--- config.mk ---
export PLATFORM = sky130hd
export DESIGN_NAME = dmac_ring
export DESIGN_NICKNAME = d
export VERILOG_FILES = /design/src/rtl/core/dmac_pkg.sv /design/src/rtl/core/dmac_ring.sv
export SDC_FILE = /design/constraint.sdc
export NUM_CORES = 2
export LEC_CHECK = 0
export ABC_CLOCK_PERIOD_IN_PS = 15930
export BUFFER_PORTS_ARGS = -buffer_cell sky130_fd_sc_hd__buf_4
export CAP_MARGIN = 10
export CORE_AREA = 5 5 537 539
export CTS_CLUSTER_SIZE = 10
export DETAILED_ROUTE_END_ITERATION = 10
export DIE_AREA = 0 0 542 544
export GPL_ROUTABILITY_DRIVEN = 0
export PLACE_DENSITY = 0.42
export SYNTH_ARGS = -nofsm -noshare
export SYNTH_HDL_FRONTEND = slang
export SYNTH_SLANG_ARGS = --single-unit
--- constraint.sdc ---
create_clock -name clock -period 15.93 [get_ports clock]
set_input_delay 3.186 -clock clock [delete_from_list [all_inputs] [get_ports clock]]
set_output_delay 3.186 -clock clock [all_outputs]
set_load 0.03 [all_outputs]
--- src/rtl/core/dmac_pkg.sv ---
// Package for the moving-average crossover trader: payload structs, register
// indexes, action and relation codes and shared constants. No dependencies.
`timescale 1ns / 1ps
package dmac_pkg;

   localparam int ShortDepthDefault = 64;
   localparam int LongDepthDefault  = 256;

   localparam logic [47:0] Max48 = 48'hFFFF_FFFF_FFFF;

   localparam logic [2:0] RegShortWindow  = 3'd0;
   localparam logic [2:0] RegLongWindow   = 3'd1;
   localparam logic [2:0] RegFirstYear    = 3'd2;
   localparam logic [2:0] RegLastYear     = 3'd3;
   localparam logic [2:0] RegStartingCash = 3'd4;

   localparam logic [1:0] ActNone = 2'd0;
   localparam logic [1:0] ActBuy  = 2'd1;
   localparam logic [1:0] ActSell = 2'd2;

   localparam logic [1:0] RelEqual = 2'd0;
   localparam logic [1:0] RelAbove = 2'd1;
   localparam logic [1:0] RelBelow = 2'd2;

   typedef struct packed {
      logic [13:0] price_year;
      logic [31:0] close_price;
   } req_type;

   typedef struct packed {
      logic [47:0] portfolio_value;
      logic [1:0]  trade_action;
      logic [15:0] trade_total;
      logic        averages_ready;
   } rsp_type;

   // Requests to the shared divider and its completion.
   typedef struct packed {
      logic        start;
      logic [63:0] dividend;
      logic [31:0] divisor;
   } div_req_type;

   typedef struct packed {
      logic        done;
      logic [63:0] quotient;
   } div_rsp_type;

endpackage

--- src/rtl/core/dmac_ring.sv ---
// One sliding window: ring memory, fill count, slot pointer and running sum.
// Depends on dmac_pkg.
`timescale 1ns / 1ps
module dmac_ring
   import dmac_pkg::*;
#(
   parameter int Depth = ShortDepthDefault
) (
   input  logic                          clock,
   input  logic                          reset,
   input  logic                          clear,
   input  logic [$clog2(Depth+1)-1:0]    window,
   input  logic                          rd_go,
   input  logic                          wr_go,
   input  logic [31:0]                   price,
   output logic [$clog2(Depth+1)+31:0]   sum,
   output logic                          full
);

   localparam int AW = $clog2(Depth);
   localparam int FW = $clog2(Depth + 1);
   localparam int SW = FW + 32;

   logic [31:0]   mem [Depth];
   logic [31:0]   old_ff;
   logic [AW-1:0] slot_ff, slot_in, slot_use;
   logic [FW-1:0] fill_ff, fill_in;
   logic [SW-1:0] sum_ff, sum_in;
   logic          drop;

   // A window change may leave the slot beyond the window; wrap it first.
   assign slot_use = (FW'(slot_ff) >= window) ? '0 : slot_ff;
   assign drop     = fill_ff >= window;

   always_ff @(posedge clock) begin
      if (rd_go) old_ff <= mem[slot_use];
      if (wr_go) mem[slot_use] <= price;
   end

   always_comb begin
      slot_in = slot_ff;
      fill_in = fill_ff;
      sum_in  = sum_ff;
      if (clear) begin
         slot_in = '0;
         fill_in = '0;
         sum_in  = '0;
      end else if (wr_go) begin
         if (drop) begin
            sum_in  = sum_ff - {{FW{1'b0}}, old_ff} + {{FW{1'b0}}, price};
            fill_in = window;
         end else begin
            sum_in  = sum_ff + {{FW{1'b0}}, price};
            fill_in = fill_ff + 1'b1;
         end
         if (FW'(slot_use) + FW'(1) >= window)
            slot_in = '0;
         else
            slot_in = slot_use + 1'b1;
      end
   end

   always_ff @(posedge clock) begin
      if (reset) begin
         slot_ff <= '0;
         fill_ff <= '0;
         sum_ff  <= '0;
      end else begin
         slot_ff <= slot_in;
         fill_ff <= fill_in;
         sum_ff  <= sum_in;
      end
   end

   assign sum  = sum_ff;
   assign full = fill_ff >= window;

endmodule

# Yosys cells after proc, flatten, opt, wreduce, memory -nomap -nowiden
# Memory sizes are Yosys's and may differ from the RTL's. A register that Yosys moved wholly into a read port is not among the register bits.
# Cells that the tools add are included.
# word_totals
regBits,52
wordCells,20
output_inout_bits,40
in_bits,44
ramBits,2048
memories,1
# memory_table
memory,words,width,rd,rd_clocked_by_memory_dff,wr,line_no,text
mem,64,32,1,1,1,dmac_ring.sv:24,logic [31:0] mem [Depth];
# op_classes
mux,6
order_cmp,3
n_addsub,6
reduce_logical,1
# op_table
cell,n
39-bit by 32-bit adder with 39-bit output,2
39-bit 2-to-1 mux,1
39-bit by 32-bit subtractor with 39-bit output,1
7-bit >= comparator,2
6-bit 2-to-1 mux,2
"6-bit by 1-bit adder with 7-bit output, second input constant",1
"7-bit by 1-bit adder with 7-bit output, second input constant",1
6-bit by 7-bit >= comparator with 1-bit output,1
7-bit 2-to-1 mux,1
"6-bit by 1-bit adder with 6-bit output, second input constant",1
1-bit 2-to-1 mux,2
2-bit OR reduction,1

# Depth between registers and ports, before layout
# depth
word_depth,5
depth_mapped,19
depth_no_buf,18

# Worst setup path after synthesis
# OpenSTA, ideal clock, no wires.
# synth_path
path_type,input-to-output
from,in window[0]
to,out full
t_arrival_ns,4.905
path_stages,9
required_time_ns,12.744
setup_slack_ns,7.839
cell_sequence,ha_1 nand2b_1 a21o_1 a21oi_1 o21a_1 o21a_1 clkinv_1 clkbuf_1 buf_1
# synth_via
elab_chain_len,1
# synth_lines
element,line_no,text
from (decl),dmac_ring.sv:12,"input logic [$clog2(Depth+1)-1:0] window,"
7-bit >= comparator,dmac_ring.sv:76,assign full = fill_ff >= window;
to (decl),dmac_ring.sv:17,output logic full
# No other way between the ends.

# Worst setup path after layout
# Same ends and word-level chain as after synthesis.

==> results.md <==
## Die
• Die Area: 294800 um^2
• number of rows created at floorplan: 196
• starting utilization of the core area: 29.82%
• I/O pin total: 84
• area of the core: 283500 um^2
• floorplan die height: 544 um
• overall die width: 542 um

## Synthesis
• Avg Synthesized Cell Area: 16.47 um^2
• number of enable-type register cells in the synthesized netlist: 2080
• synthesized netlist cell count: 5132
• synthesized area: 84550 um^2
• number of nets in the synthesized netlist: 5307
• cell type with the largest total area after synthesis: sky130_fd_sc_hd__edfxtp_1
• Synth async-reset ratio: 0%
• proportion of netlist area held by the largest area contributor: 73.87%
• leading register cell type out of synthesis: sky130_fd_sc_hd__edfxtp_1
• Yosys warnings: 0
• Yosys cell types: 79
• leading post-synthesis cells by cell area: sky130_fd_sc_hd__edfxtp_1, sky130_fd_sc_hd__a222oi_1, sky130_fd_sc_hd__mux2_2, sky130_fd_sc_hd__a221oi_1, sky130_fd_sc_hd__mux2i_1
• number of synthesized register bits: 2132
• register area share after synthesis: 75.11%

## Hold path
• sink of the worst hold path: fill_ff[1]
• Tightest Hold Check Type: register to register
• Hold Startpoint: fill_ff[1]
• hold path cells: 2

## STA
• Hold Violations, Final: 0
• final worst path period need: 8250 ps
• Highest Clock Rate: 121.2 MHz
• setup repair after global routing missed its margin: false
• Slew Viols, Final: 0
• setup clock skew after layout: 36.63 ps
• least setup slack across all paths after layout: 7680 ps
• # setup viols final: 0
• Setup Total Neg Slack: 0 ps
• worst rel slew slack: 14.67%
• worst hold slack: 540.7 ps
• share of the clock period used by the worst path after layout: 51.79%
• slew at the pin closest to its max-slew limit: 1280 ps

## Global route
• number of antenna violations at the first check in global routing: 20
• maximum number of pins on one net before global-route repair: 105
• global-route congestion overflow total: 0
• global-route usage over all layers: 19.85%
• via count of the first global-routing pass: 49340
• global-route wire length before repair: 413.4 mm

## Clocking
• CTS Hold Buffers Added: 0
• TritonCTS buffer count: 245
• total setup buffers inserted after CTS: 0
• Sink Count: 2132
• depth of the CTS H-tree: 4
• clock-pin slew on the worst setup and hold paths: 60 ps
• quantity of gates resized following cts: 0
• root buf cell: sky130_fd_sc_hd__clkbuf_16
• maximum number of buffers from clock root to sink: 4
• clock tree from TritonCTS: done
• insertion delay of the later-clocked pin in the worst-skew pair: 900 ps

## Worst setup path
• type of the setup path with the least slack: input port to primary output
• R2R depth: 12
• cell seen most often among critical-path stages: sky130_fd_sc_hd__buf_4
• kind of cell with the highest combined delay on the critical path: buffers and inverters
• slowest CP cell: sky130_fd_sc_hd__buf_4
• ordered list of cells on the worst path: buf_4 > ha_1 > nand2b_1 > a21o_1 > a21oi_1 > o21a_1 > o21a_1 > clkinv_1 > buf_4 > buf_4
• data required time at the worst endpoint: 12740 ps
• Reg-to-Reg End: old_ff[23]
• maximum fanout along the worst path: 53
• critical register-to-register path startpoint: slot_ff[0]
• setup slack on the worst flop-to-flop path: 9740 ps
• sort of element at the start of the critical path: input port
• Crit path largest cell delay: 490 ps
• Critical Path AT: 5060 ps
• buffers plus inverters on the worst setup path: 4
• type of destination of the critical path: primary output

## Placed design
• total instance count after detailed placement: 8839
• Detail Placement HPWL: 174.9 mm
• worst slack at placement: 7681 ps
• number of buffer cells added on primary ports: 83

## Route
• routed length per placed instance: 32.84 um
• number of nets still failing antenna checks after routing: 0
• detail-routed via count per cell: 5.429
• final WL: 300.8 mm
• vias post-DR: 49720
• Post-route DRC: 0
• TritonRoute pass-1 iters: 9
• initial drt markers: 5513

## Job
• number of max-cap violations: 0

## Pwr
• Lkg Pwr: 30.42 nW
• overall power after layout: 0.01179 W
• Pwr Density: 121.3 nW/um^2
• Worst IR Drop VDD: 0.00008712 V

## Layout
• Area Overhead vs Synth: 14.94%
• most used cells in the layout excluding fill and tap cells: sky130_fd_sc_hd__edfxtp_1, sky130_fd_sc_hd__a222oi_1, sky130_fd_sc_hd__clkbuf_16
• leading cell type in the layout, fill and taps excluded: sky130_fd_sc_hd__edfxtp_1
• fin cells: 9158
• Final nets: 5499
• share of cells above drive strength 1: 15.25%

## Status
• status: completed

## stage by stage
stage          area (um^2)  util (%)
2_1_floorplan        84550         -
3_3_place_gp         90570     31.95
3_5_place_dp         90580     31.95
4_1_cts              97160     34.27
5_1_grt              97170     34.28
6_report             97180     34.28
## metal layers
metal | share of wire (%) | GRT usage [%]
met1 | 44 | 27.04
met2 | 48 | 33.17
met3 | 5.5 | 2.492
met4 | 3.2 | 6.119
met5 | 0.0090 | 0
## cell usage after synthesis (all sizes together), types with 5 or more instances
cell type and number:
nor2 300, clkbuf 179, and3b 22, a21o 92
mux2 209, or2 5, a311oi 11, o211ai 16
a221o 6, buf 130, and3 14, or3 11
xnor2 34, o221ai 5, nand3 62, nand2 205
a22o 62, and2 15, nand2b 19, o21a 11
o21bai 7, a222oi 248, a41oi 5, ha 98
mux2i 163, inv 159, nand4 16, nor4 12
fa 33, nor3 49, nor2b 14, a211oi 37
o21ai 78, xor2 25, dfxtp 52, a31oi 111
a22oi 52, a221oi 212, a21oi 209, o22ai 6
edfxtp 2080
## cells by family after synthesis
logic type      Yosys count  synth area share (%)
mux                     376                 4.820
buf+inv                 469                 2.202
compound gates         1207                 10.98
xor+xnor                 59                0.6112
simple gates            758                 4.052
fa+ha+maj               131                 2.232
flops                  2132                 75.11
## final cells by class
cell class,instances,area (um^2)
flip-flops and latches,2132,63500
clock inverters,15,182.7
clock buffers,298,6404
repair buffers,254,1994
inverters,160,600.6
multi-input cells,2531,19770
fillers,27190,186300
diodes,6,15.01
well taps,3762,4707
## report_power, final
part	total, W	internal, W	switching [W]
combinational	0.000646	0.000200	0.000446
sequential	0.00620	0.00618	0.0000278
clock	0.00494	0.00280	0.00214
total	0.0118	0.00917	0.00261
## worst register-to-register path, stage by stage (launching register included)
cell	delay (ps)
sky130_fd_sc_hd__dfxtp_4	660
sky130_fd_sc_hd__inv_2	390
sky130_fd_sc_hd__ha_1	380
sky130_fd_sc_hd__nand2b_1	140
sky130_fd_sc_hd__a21o_1	190
sky130_fd_sc_hd__a21o_1	350
sky130_fd_sc_hd__a211oi_4	780
sky130_fd_sc_hd__buf_4	680
sky130_fd_sc_hd__buf_4	620
sky130_fd_sc_hd__a222oi_1	250
sky130_fd_sc_hd__a21oi_1	1020
sky130_fd_sc_hd__nor3_1	410
sky130_fd_sc_hd__nand3_1	190
## state kept, by name, indices dropped and copies added, names as in the netlist
signal and count:
slot_ff 6, fill_ff 7, sum 39, old_ff 32
mem 2048
## worst max-delay path by stage
| stage | slack, ps | depth (start not counted) | from | endpoint |
|---|---|---|---|---|
| final | 7680 | 10 | window[0] | full |
| after global routing | 7590 | 10 | window[0] | full |
| after CTS | 7680 | 10 | window[0] | full |
| after detailed placement | 7680 | 12 | window[0] | old_ff[23] |
| after global placement | 7650 | 10 | window[0] | full |
| after floorplan | 7840 | 9 | window[0] | full |
No activity file was read; power rests on OpenSTA's default activity.
