==> src/rtl/core/dmac_pkg.sv <==
// Package for the moving-average crossover trader: payload structs, register
// indexes, action and relation codes and shared constants. No dependencies.
`timescale 1ns / 1ps
package dmac_pkg;

   localparam int ShortDepthDefault = 64;
   localparam int LongDepthDefault  = 256;

   localparam logic [47:0] Max48 = 48'hFFFF_FFFF_FFFF;

   localparam logic [2:0] RegShortWindow  = 3'd0;
   localparam logic [2:0] RegLongWindow   = 3'd1;
   localparam logic [2:0] RegFirstYear    = 3'd2;
   localparam logic [2:0] RegLastYear     = 3'd3;
   localparam logic [2:0] RegStartingCash = 3'd4;

   localparam logic [1:0] ActNone = 2'd0;
   localparam logic [1:0] ActBuy  = 2'd1;
   localparam logic [1:0] ActSell = 2'd2;

   localparam logic [1:0] RelEqual = 2'd0;
   localparam logic [1:0] RelAbove = 2'd1;
   localparam logic [1:0] RelBelow = 2'd2;

   typedef struct packed {
      logic [13:0] price_year;
      logic [31:0] close_price;
   } req_type;

   typedef struct packed {
      logic [47:0] portfolio_value;
      logic [1:0]  trade_action;
      logic [15:0] trade_total;
      logic        averages_ready;
   } rsp_type;

   // Requests to the shared divider and its completion.
   typedef struct packed {
      logic        start;
      logic [63:0] dividend;
      logic [31:0] divisor;
   } div_req_type;

   typedef struct packed {
      logic        done;
      logic [63:0] quotient;
   } div_rsp_type;

endpackage

==> src/rtl/core/dmac_divider.sv <==
// Restoring radix-2 divider, one quotient bit per cycle, 64 by 32 bits.
// Depends on dmac_pkg.
`timescale 1ns / 1ps
module dmac_divider
   import dmac_pkg::*;
(
   input  logic        clock,
   input  logic        reset,
   input  div_req_type div_req,
   output div_rsp_type div_rsp
);

   logic [63:0] quo_ff, quo_in;
   logic [31:0] rem_ff, rem_in;
   logic [31:0] dsr_ff, dsr_in;
   logic [6:0]  cnt_ff, cnt_in;
   logic        busy_ff, busy_in;
   logic        done_ff, done_in;
   logic [32:0] trial;

   always_comb begin
      quo_in  = quo_ff;
      rem_in  = rem_ff;
      dsr_in  = dsr_ff;
      cnt_in  = cnt_ff;
      busy_in = busy_ff;
      done_in = 1'b0;
      trial   = {rem_ff, quo_ff[63]};
      if (div_req.start) begin
         quo_in  = div_req.dividend;
         rem_in  = '0;
         dsr_in  = div_req.divisor;
         cnt_in  = 7'd64;
         busy_in = 1'b1;
      end else if (busy_ff) begin
         if (trial >= {1'b0, dsr_ff}) begin
            rem_in = 32'(trial - {1'b0, dsr_ff});
            quo_in = {quo_ff[62:0], 1'b1};
         end else begin
            rem_in = trial[31:0];
            quo_in = {quo_ff[62:0], 1'b0};
         end
         cnt_in = cnt_ff - 7'd1;
         if (cnt_ff == 7'd1) begin
            busy_in = 1'b0;
            done_in = 1'b1;
         end
      end
   end

   always_ff @(posedge clock) begin
      quo_ff <= quo_in;
      rem_ff <= rem_in;
      dsr_ff <= dsr_in;
      cnt_ff <= cnt_in;
      if (reset) begin
         busy_ff <= 1'b0;
         done_ff <= 1'b0;
      end else begin
         busy_ff <= busy_in;
         done_ff <= done_in;
      end
   end

   assign div_rsp.done     = done_ff;
   assign div_rsp.quotient = quo_ff;

endmodule

==> config.mk <==
export PLATFORM = sky130hd
export DESIGN_NAME = dmac_divider
export DESIGN_NICKNAME = d
export VERILOG_FILES = /design/src/rtl/core/dmac_pkg.sv /design/src/rtl/core/dmac_divider.sv
export SDC_FILE = /design/constraint.sdc
export NUM_CORES = 1
export LEC_CHECK = 0
export BUFFER_PORTS_ARGS = -buffer_cell sky130_fd_sc_hd__buf_2
export CAP_MARGIN = 25
export CORE_MARGIN = 2
export CORE_UTILIZATION = 38
export DETAILED_ROUTE_END_ITERATION = 12
export GPL_TIMING_DRIVEN = 1
export MAX_ROUTING_LAYER = met4
export PLACE_DENSITY_LB_ADDON = 0.1
export RECOVER_POWER = 100
export SYNTH_ARGS = -nofsm -noshare
export SYNTH_HDL_FRONTEND = slang
export SYNTH_SLANG_ARGS = --single-unit
==> constraint.sdc <==
create_clock -name clock -period 3.5 [get_ports clock]
set_clock_uncertainty 0.2 [all_clocks]
set_input_delay 0.525 -clock clock [delete_from_list [all_inputs] [get_ports clock]]
set_output_delay 0.525 -clock clock [all_outputs]
set_load 0.01 [all_outputs]
# Word level (Yosys, flattened, before mapping)
# Index checks and enable logic that the tools add are counted.
totals:
  register_bits: 137
  latchBits: 0
  ramBits: 0
  romBits: 0
  out_inout_bits: 65
  wordCells: 21
  n_memories: 0
op_classes:
  addsub: 2
  n_mul: 0
  div_mod_pow: 0
  order_cmp: 1
  eq_ne: 1
  n_shift: 0
  muxes: 8
  n_bitwise: 1
  n_reduce_logical: 2
ops:
  columns: ["operator", "n"]
  rows:
  - ["two-way mux 64 bit", 2]
  - ["greater-or-equal comparator 33 x 32 -> 1 bit", 1]
  - ["two-way mux 32 bit", 1]
  - ["subtractor 32 bit", 1]
  - ["equality test 7 x 1 -> 1 bit (second input constant)", 1]
  - ["subtractor 7 x 1 -> 7 bit (second input constant)", 1]
  - ["two-way mux 1 bit", 5]
  - ["OR reduction 3 bit", 1]
  - ["nonzero test 2 bit", 1]
  - ["NOT 1 bit", 1]

# Logic depth before layout (Yosys ltp)
# Gate-level depths: netlist of run 1.
depth:
  word_depth: 4
  mapped_depth: 14
  mapped_depth_nobuf: 11

# Least setup slack after synthesis of run 1
# No wires, ideal clock.
synth_path:
  path_kind: "register to register"
  start: "reg dsr_ff[18]"
  end: "reg quo_ff[0], data pin"
  setup_time_ns: 0.260
  arrival_ns: 2.506
  setup_slack_ns: 0.534
  path_stages_with_launch: 12
  path_buffers: 2
  cell_sequence: "edfxtp_1 -> inv_1 -> ha_1 -> a21oi_2 -> o21ai_1 -> or3b_1 -> a221oi_2 -> o31ai_2 -> a31o_1 -> buf_6 -> buf_6 -> mux2_2"
synth_between:
  elab_chain_cells: 4
synth_rtl:
  columns: ["element", "line", "text"]
  rows:
  - ["from (decl)", "dmac_divider.sv:15", "logic [31:0] dsr_ff, dsr_in;"]
  - ["from (signal assigned)", "dmac_divider.sv:54", "dsr_ff <= dsr_in;"]
  - ["greater-or-equal comparator 33 x 32 -> 1 bit", "dmac_divider.sv:36", "if (trial >= {1'b0, dsr_ff}) begin"]
  - ["two-way mux 1 bit", "dmac_divider.sv:36", null]
  - ["two-way mux 64 bit", "dmac_divider.sv:35", "end else if (busy_ff) begin"]
  - ["two-way mux 64 bit", "dmac_divider.sv:29", "if (div_req.start) begin"]
  - ["net quo_in[0]", "dmac_divider.sv:13", "logic [63:0] quo_ff, quo_in;"]
  - ["to (signal assigned)", "dmac_divider.sv:52", "quo_ff <= quo_in;"]
  - ["to (decl)", "dmac_divider.sv:13", null]
# The timed path passes the listed nets, and every way through them passes these cells. The select of a mux whose other input is x is not followed.
# A chain may end at the register's enable or synchronous reset.

# Worst setup path in the final report of run 1
# Ends and elaborated chain as after synthesis.

==> summary.md, run 1 <==
| Metric | Value |
|---|---|
| Clock sink count | `137` |
| Critical Path RT | `3.47 ns` |
| Power per cell area | `540 nW/um^2` |
| Critical-path cell list | `inv_1, ha_1, a21oi_2, o21ai_1, or3b_1, a221oi_2, o31ai_2, a31o_1, buf_4, mux2_2` |
| Max Cap Viol | `1` |
| Vias | `5,580` |
| Final-report hold violation count | `0` |
| Post-DP HPWL | `12,600 um` |
| # rows | `51` |
| Commonest cells post-synth | `edfxtp_1 (96), mux2_2 (64), nor2_1 (59), dfxtp_1 (41), inv_1 (41)` |
| Starting density of the core | `0.384` |
| Syn avg cell area | `11.1 um^2` |
| Die area | `20,600 um^2` |
| Peak Freq | `320 MHz` |
| Non-Filler Instances | `1,104` |
| Largest net degree at the start of global routing | `66` |
| Post-CTS setup buffers | `0` |
| Slew @ Worst Pin | `1.84 ns` |
| #FFs+latches synth | `137` |
| Number of global-route vias before repair | `5,631` |
| Final setup fails | `0` |
| GRT Util Overall | `0.176` |
| Crit Path Max Fanout | `16` |
| Ys Warns | `0` |
| Die span in x | `144 um` |
| Top-count cell post-synth | `edfxtp_1` |
| Drt first-iter violations | `307` |
| Final worst-path cycle share | `0.892` |
| Synthesized instance count | `666` |
| Die height | `144 um` |
| Run status | `finished, violations left` |
| Placeable core area | `19,300 um^2` |
| Synth-to-layout area growth | `21.7%` |
| Clk pin slew, worst setup/hold paths | `0.07 ns` |
| First-pass GRT wire length | `27,800 um` |
| Hold crit path type | `primary input to flop` |
| Post-synth top area cell | `edfxtp_1` |
| Rel. slew slack | `-0.228` |
| Min Clock Period, post-route | `3.12 ns` |
| Mapped Area | `7410 um^2` |
| Slowest CP cell | `or3b_1` |
| Number of remaining DRC errors | `0` |
| Vias per cell | `5.05` |
| GR Overflow Total | `0` |
| Critical path class | `flop to flop` |
| Root buffer cell | `clkbuf_16` |
| Detailed Route WL | `17,200 um` |
| Hold buffers post-CTS | `0` |
| Post-route antenna net violation count | `0` |
| Yosys top cell area share | `0.389` |
| Maximum vdd drop | `0.322 mV` |
| Static Leakage | `3.58 nW` |
| Htree depth | `4` |
| Final net count | `959` |
| CP endpoint kind | `flop` |
| Synth cell types | `57` |
| Slew Viols, Final | `34` |
| Unrepaired setup endpoints after global routing | `false` |
| CTS tree | `yes` |
| Share of cells above drive strength 1 | `0.254` |
| Register area share after synthesis | `0.500` |
| First-pass iteration count of the detailed router | `4` |
| Crit path launch type | `flop` |
| PostCTS Resize Cnt | `0` |
| Total Negative Setup Slacks | `0 ns` |
| Wire per inst | `15.6 um` |
| # port buffers | `163` |
| Max stage delay on crit path | `0.41 ns` |
| Failing checks | `max-capacitance violations, max-slew violations` |
| Final Total Pwr | `4.87 mW` |
| CP arrival | `3.09 ns` |
| Worst-skew pair later-pin latency | `0.42 ns` |
| Max Root-Sink Buffers | `2` |
| Gpl congestion | `0.872` |
| Post-synth EDFFs | `96` |
| Synth Flop Type | `edfxtp_1` |
| Initial antenna violation count | `1` |
| Io pins | `164` |
| Post-synth ARST share | `0` |
| Syn Nets | `800` |
| Synth top area cells | `edfxtp_1 (39%), dfxtp_1 (11%), mux2_2 (9.7%)` |
| DP Cell Count | `1,071` |
| Clock buffer count from CTS | `17` |
path summary, 6_finish.rpt:
path                       endpoint  slack, ns  cells after the start                   start
max             quo_ff[0]$_DFFE_PP_       0.38                     10    dsr_ff[18]$_DFFE_PP_
min              busy_ff$_SDFF_PP0_       0.06                      2                   reset
max reg2reg     quo_ff[0]$_DFFE_PP_       0.38                     10    dsr_ff[18]$_DFFE_PP_
min reg2reg  cnt_ff[1]$_SDFFE_PP0P_       0.30                      2  cnt_ff[1]$_SDFFE_PP0P_
state kept, by name (all words and copies together), names as in the netlist:
signal and cells:
quo_ff 64, busy_ff 1, done_ff 1, dsr_ff 32
cnt_ff 7, rem_ff 32
where the power goes:
part / internal, mW / switching [mW]
Sequential: 1.92 / 0.0919
Combinational: 0.451 / 0.586
Clock: 1.02 / 0.800
per-stage QoR:
stage / setup slack, ns / hold WS, ns / area [um^2] / utilization
finish: 0.377 / 0.0607 / 9010 / 0.468
global route: 0.103 / 0.0470 / 9010 / 0.468
CTS: 0.375 / 0.0359 / 9120 / 0.473
detailed placement: 0.395 / 0.283 / 8510 / 0.442
global placement: 0.447 / 0.280 / 8510 / 0.442
floorplan: 0.534 / 0.255 / 7410 / -
worst max-delay path: cells and delay by family, from the launching register on:
family | cells | cell delay [ns]
compound gates | 5 | 1.04
simple gates | 1 | 0.41
fa+ha+maj | 1 | 0.35
flops | 1 | 0.32
mux | 1 | 0.28
buf+inv | 2 | 0.26
placed cells by master (no fill, tap or decap), drive strengths merged, types with 24 or more instances in the layout:
| master | count |
|---|---|
| buf | 104 |
| nand2 | 37 |
| mux2i | 24 |
| clkbuf | 87 |
| dfxtp | 41 |
| nor2 | 59 |
| ha | 34 |
| a211oi | 27 |
| a21oi | 30 |
| inv | 46 |
| o21ai | 24 |
| mux2 | 64 |
| edfxtp | 96 |
routing by layer:
metal / GRT usage / part of all wire / routed length (um) / up-vias
li1: - / - / - / 2795
met1: 0.222 / 0.45 / 7730 / 2635
met2: 0.274 / 0.48 / 8210 / 135
met3: 0.0560 / 0.061 / 1050 / 15
met4: 0.0511 / 0.012 / 204 / 0
met5: - / 0 / 0 / -
final cells by class:
type | instances | area [um^2]
inverters | 42 | 158
multi-input cells | 453 | 3390
fillers | 1902 | 10300
repair buffers | 174 | 818
clock buffers | 17 | 425
diodes | 1 | 2.50
flip-flops and latches | 137 | 3700
clock inverters | 15 | 185
well taps | 265 | 332
cells by family after synthesis:
kind of cell | Yosys count | synth area share
fa+ha+maj | 35 | 0.0601
xor+xnor | 32 | 0.0378
mux | 88 | 0.130
buf+inv | 76 | 0.0427
simple gates | 163 | 0.106
compound gates | 135 | 0.124
flops | 137 | 0.500
(Power assumes the default switching activity.)
==> run 2: changes to the inputs <==
- CORE_MARGIN: 2 -> not set
- PLACE_DENSITY_LB_ADDON: 0.1 -> 0.2
==> run 2 against run 1 <==
Effect of this change: the run still ends with max-capacitance violations, max-slew violations left; first-iteration DRC count up 18%; clock power grew 4%; sequential share of layout area hardly changed; critical endpoint is now rem_ff[18]$_SDFFE_PP0P_.
==> summary.md, run 2 (same netlist as run 1, synthesis figures left out) <==
| Metric | Value |
|---|---|
| Run status | `finished, violations left` |
| Failing checks | `max-capacitance violations, max-slew violations` |
| Die area | `20,100 um^2 (-2.8%)` |
| Commonest cells after routing, fill and taps aside | `buf_2 (97), edfxtp_1 (96), clkbuf_1 (65), mux2_2 (62), nor2_1 (59)` |
| Core Util, Final | `0.477 (+0.00936)` |
| Share of cells above drive strength 1 | `0.248 (-0.00627)` |
| Number of global-route vias before repair | `5,803 (+3.1%)` |
| Reg2reg setup slack | `0.28 ns (-0.10 ns)` |
| Hold crit path type | `primary input to flop` |
| Vias per cell | `5.13 (+1.5%)` |
| First-pass iteration count of the detailed router | `4 (unchanged)` |
| Max Root-Sink Buffers | `2 (unchanged)` |
| Io pins | `164 (unchanged)` |
| # rows | `50 (-2.0%)` |
| Critical Path RT | `3.59 ns (+0.12 ns)` |
| Clk pin slew, worst setup/hold paths | `0.07 ns (about the same)` |
| Dpl ws | `0.402 ns (+0.00679 ns)` |
| Synth-to-layout area growth | `21.7% (unchanged)` |
| Total Negative Setup Slacks | `0 ns (unchanged)` |
| Number of flip-flops in the largest register | `64 (unchanged)` |
| Design Area, Final | `9010 um^2 (unchanged)` |
| Final WS setup | `0.279 ns (-0.0972 ns)` |
| Gpl congestion | `0.906 (+4.0%)` |
| Clock sink count | `137 (unchanged)` |
| Htree depth | `4 (unchanged)` |
| Wire per inst | `16.1 um (+3.2%)` |
| Number of remaining DRC errors | `0 (unchanged)` |
| Power per cell area | `550 nW/um^2 (+1.7%)` |
| Initial antenna violation count | `1 (unchanged)` |
| Vias | `5,624 (+0.79%)` |
| Max Cap Viol | `2 (+1)` |
| CP bufs+invs | `2 (unchanged)` |
| Slew Viols, Final | `168 (+390%)` |
| Die span in x | `142 um (-1.4%)` |
| Most common cell after layout, fill and taps aside | `buf_2` |
| Final setup fails | `0 (unchanged)` |
| DP Cell Count | `1,063 (-0.75%)` |
| Post-CTS setup buffers | `0 (unchanged)` |
| Detailed Route WL | `17,600 um (+2.5%)` |
| # port buffers | `163 (unchanged)` |
| CP arrival | `3.31 ns (+0.22 ns)` |
| Hold buffers post-CTS | `0 (unchanged)` |
| Slew @ Worst Pin | `1.91 ns (+0.0706 ns)` |
| GR Overflow Total | `0 (unchanged)` |
| Clock buffer count from CTS | `17 (unchanged)` |
| Placed cell areas | `8480 um^2 (-0.34%)` |
| Post-DP HPWL | `12,500 um (-0.67%)` |
| Root buffer cell | `clkbuf_16` |
| Critical-path cell list | `inv_1, ha_1, a21oi_2, o21ai_1, or3b_1, a221oi_2, o31ai_2, a31o_1, clkbuf_4, mux2i_1, a211oi_1` |
| FILL cells | `1,819 (-4.4%)` |
| Min Clock Period, post-route | `3.22 ns (+0.0972 ns)` |
| Maximum vdd drop | `0.340 mV (+5.4%)` |
| Final worst-path cycle share | `0.920 (+0.0278)` |
| Die height | `142 um (-1.4%)` |
| First-pass GRT wire length | `28,700 um (+3.2%)` |
| Peak Freq | `311 MHz (-3.0%)` |
| PostCTS Resize Cnt | `0 (unchanged)` |
| Final Total Pwr | `4.95 mW (+1.7%)` |
| Non-Filler Instances | `1,096 (-0.72%)` |
| Final-report hold violation count | `0 (unchanged)` |
| Biggest regs | `quo_ff (64), dsr_ff (32), rem_ff (32)` |
| Final net count | `956 (-0.31%)` |
| Rel. slew slack | `-0.275 (-0.0471)` |
| Max stage delay on crit path | `0.42 ns (about the same)` |
| Crit Path Max Fanout | `16 (unchanged)` |
| Worst-skew pair later-pin latency | `0.42 ns (about the same)` |
| CTS tree | `yes` |
| Largest register by flop count | `quo_ff` |
| Unrepaired setup endpoints after global routing | `false` |
| WHS | `0.0782 ns (+0.0175 ns)` |
| Drt first-iter violations | `362 (+18%)` |
| Post-route antenna net violation count | `0 (unchanged)` |
| CP endpoint kind | `flop` |
| Crit path max-delay family | `compound AO/OA/AOI/OAI gates` |
| Slowest CP cell | `or3b_1` |
| Largest net degree at the start of global routing | `142 (+120%)` |
| Placeable core area | `18,900 um^2 (-2.0%)` |
| Crit path launch type | `flop` |
| GRT Util Overall | `0.187 (+0.0106)` |
| Critical path class | `flop to flop` |
| Static Leakage | `3.58 nW (about the same)` |
| Starting density of the core | `0.392 (+0.00769)` |
## run 2: cell types whose count changed in the layout (fill, tap and decap cells not counted), sizes merged
cell    delta
inv        +3
bufinv     +1
clkbuf     -1
clkinv     -4
buf        -2
## run 2: area by class of cell
type	instances	area (um^2)	area share
sequential	137	3700	0.411
multi-input combinational	453	3390	0.376
timing repair buffer	171	807	0.0895
clock buffer	17	425	0.0472
tap	260	325	0.0361
clock inverter	15	204	0.0226
inverter	42	158	0.0175
antenna	1	2.50	0.000278
## run 2: where the power goes
part           internal (mW)  switching, mW
Clock                   1.10          0.797
Sequential              1.92         0.0979
Combinational          0.452          0.590
## run 2: worst paths after layout
path / start / to / depth (start not counted)
max: dsr_ff[18]$_DFFE_PP_ / rem_ff[18]$_SDFFE_PP0P_ / 11
min: div_req[7] / dsr_ff[7]$_DFFE_PP_ / 1
max reg2reg: dsr_ff[18]$_DFFE_PP_ / rem_ff[18]$_SDFFE_PP0P_ / 11
min reg2reg: cnt_ff[6]$_SDFFE_PP1P_ / cnt_ff[6]$_SDFFE_PP1P_ / 2
## run 2: per-layer routing
layer,GRT usage,wire (um),vias up
li1,-,-,2787
met1,0.232,8030,2659
met2,0.300,8490,169
met3,0.0479,954,9
met4,0.0543,135,0
met5,-,0,-
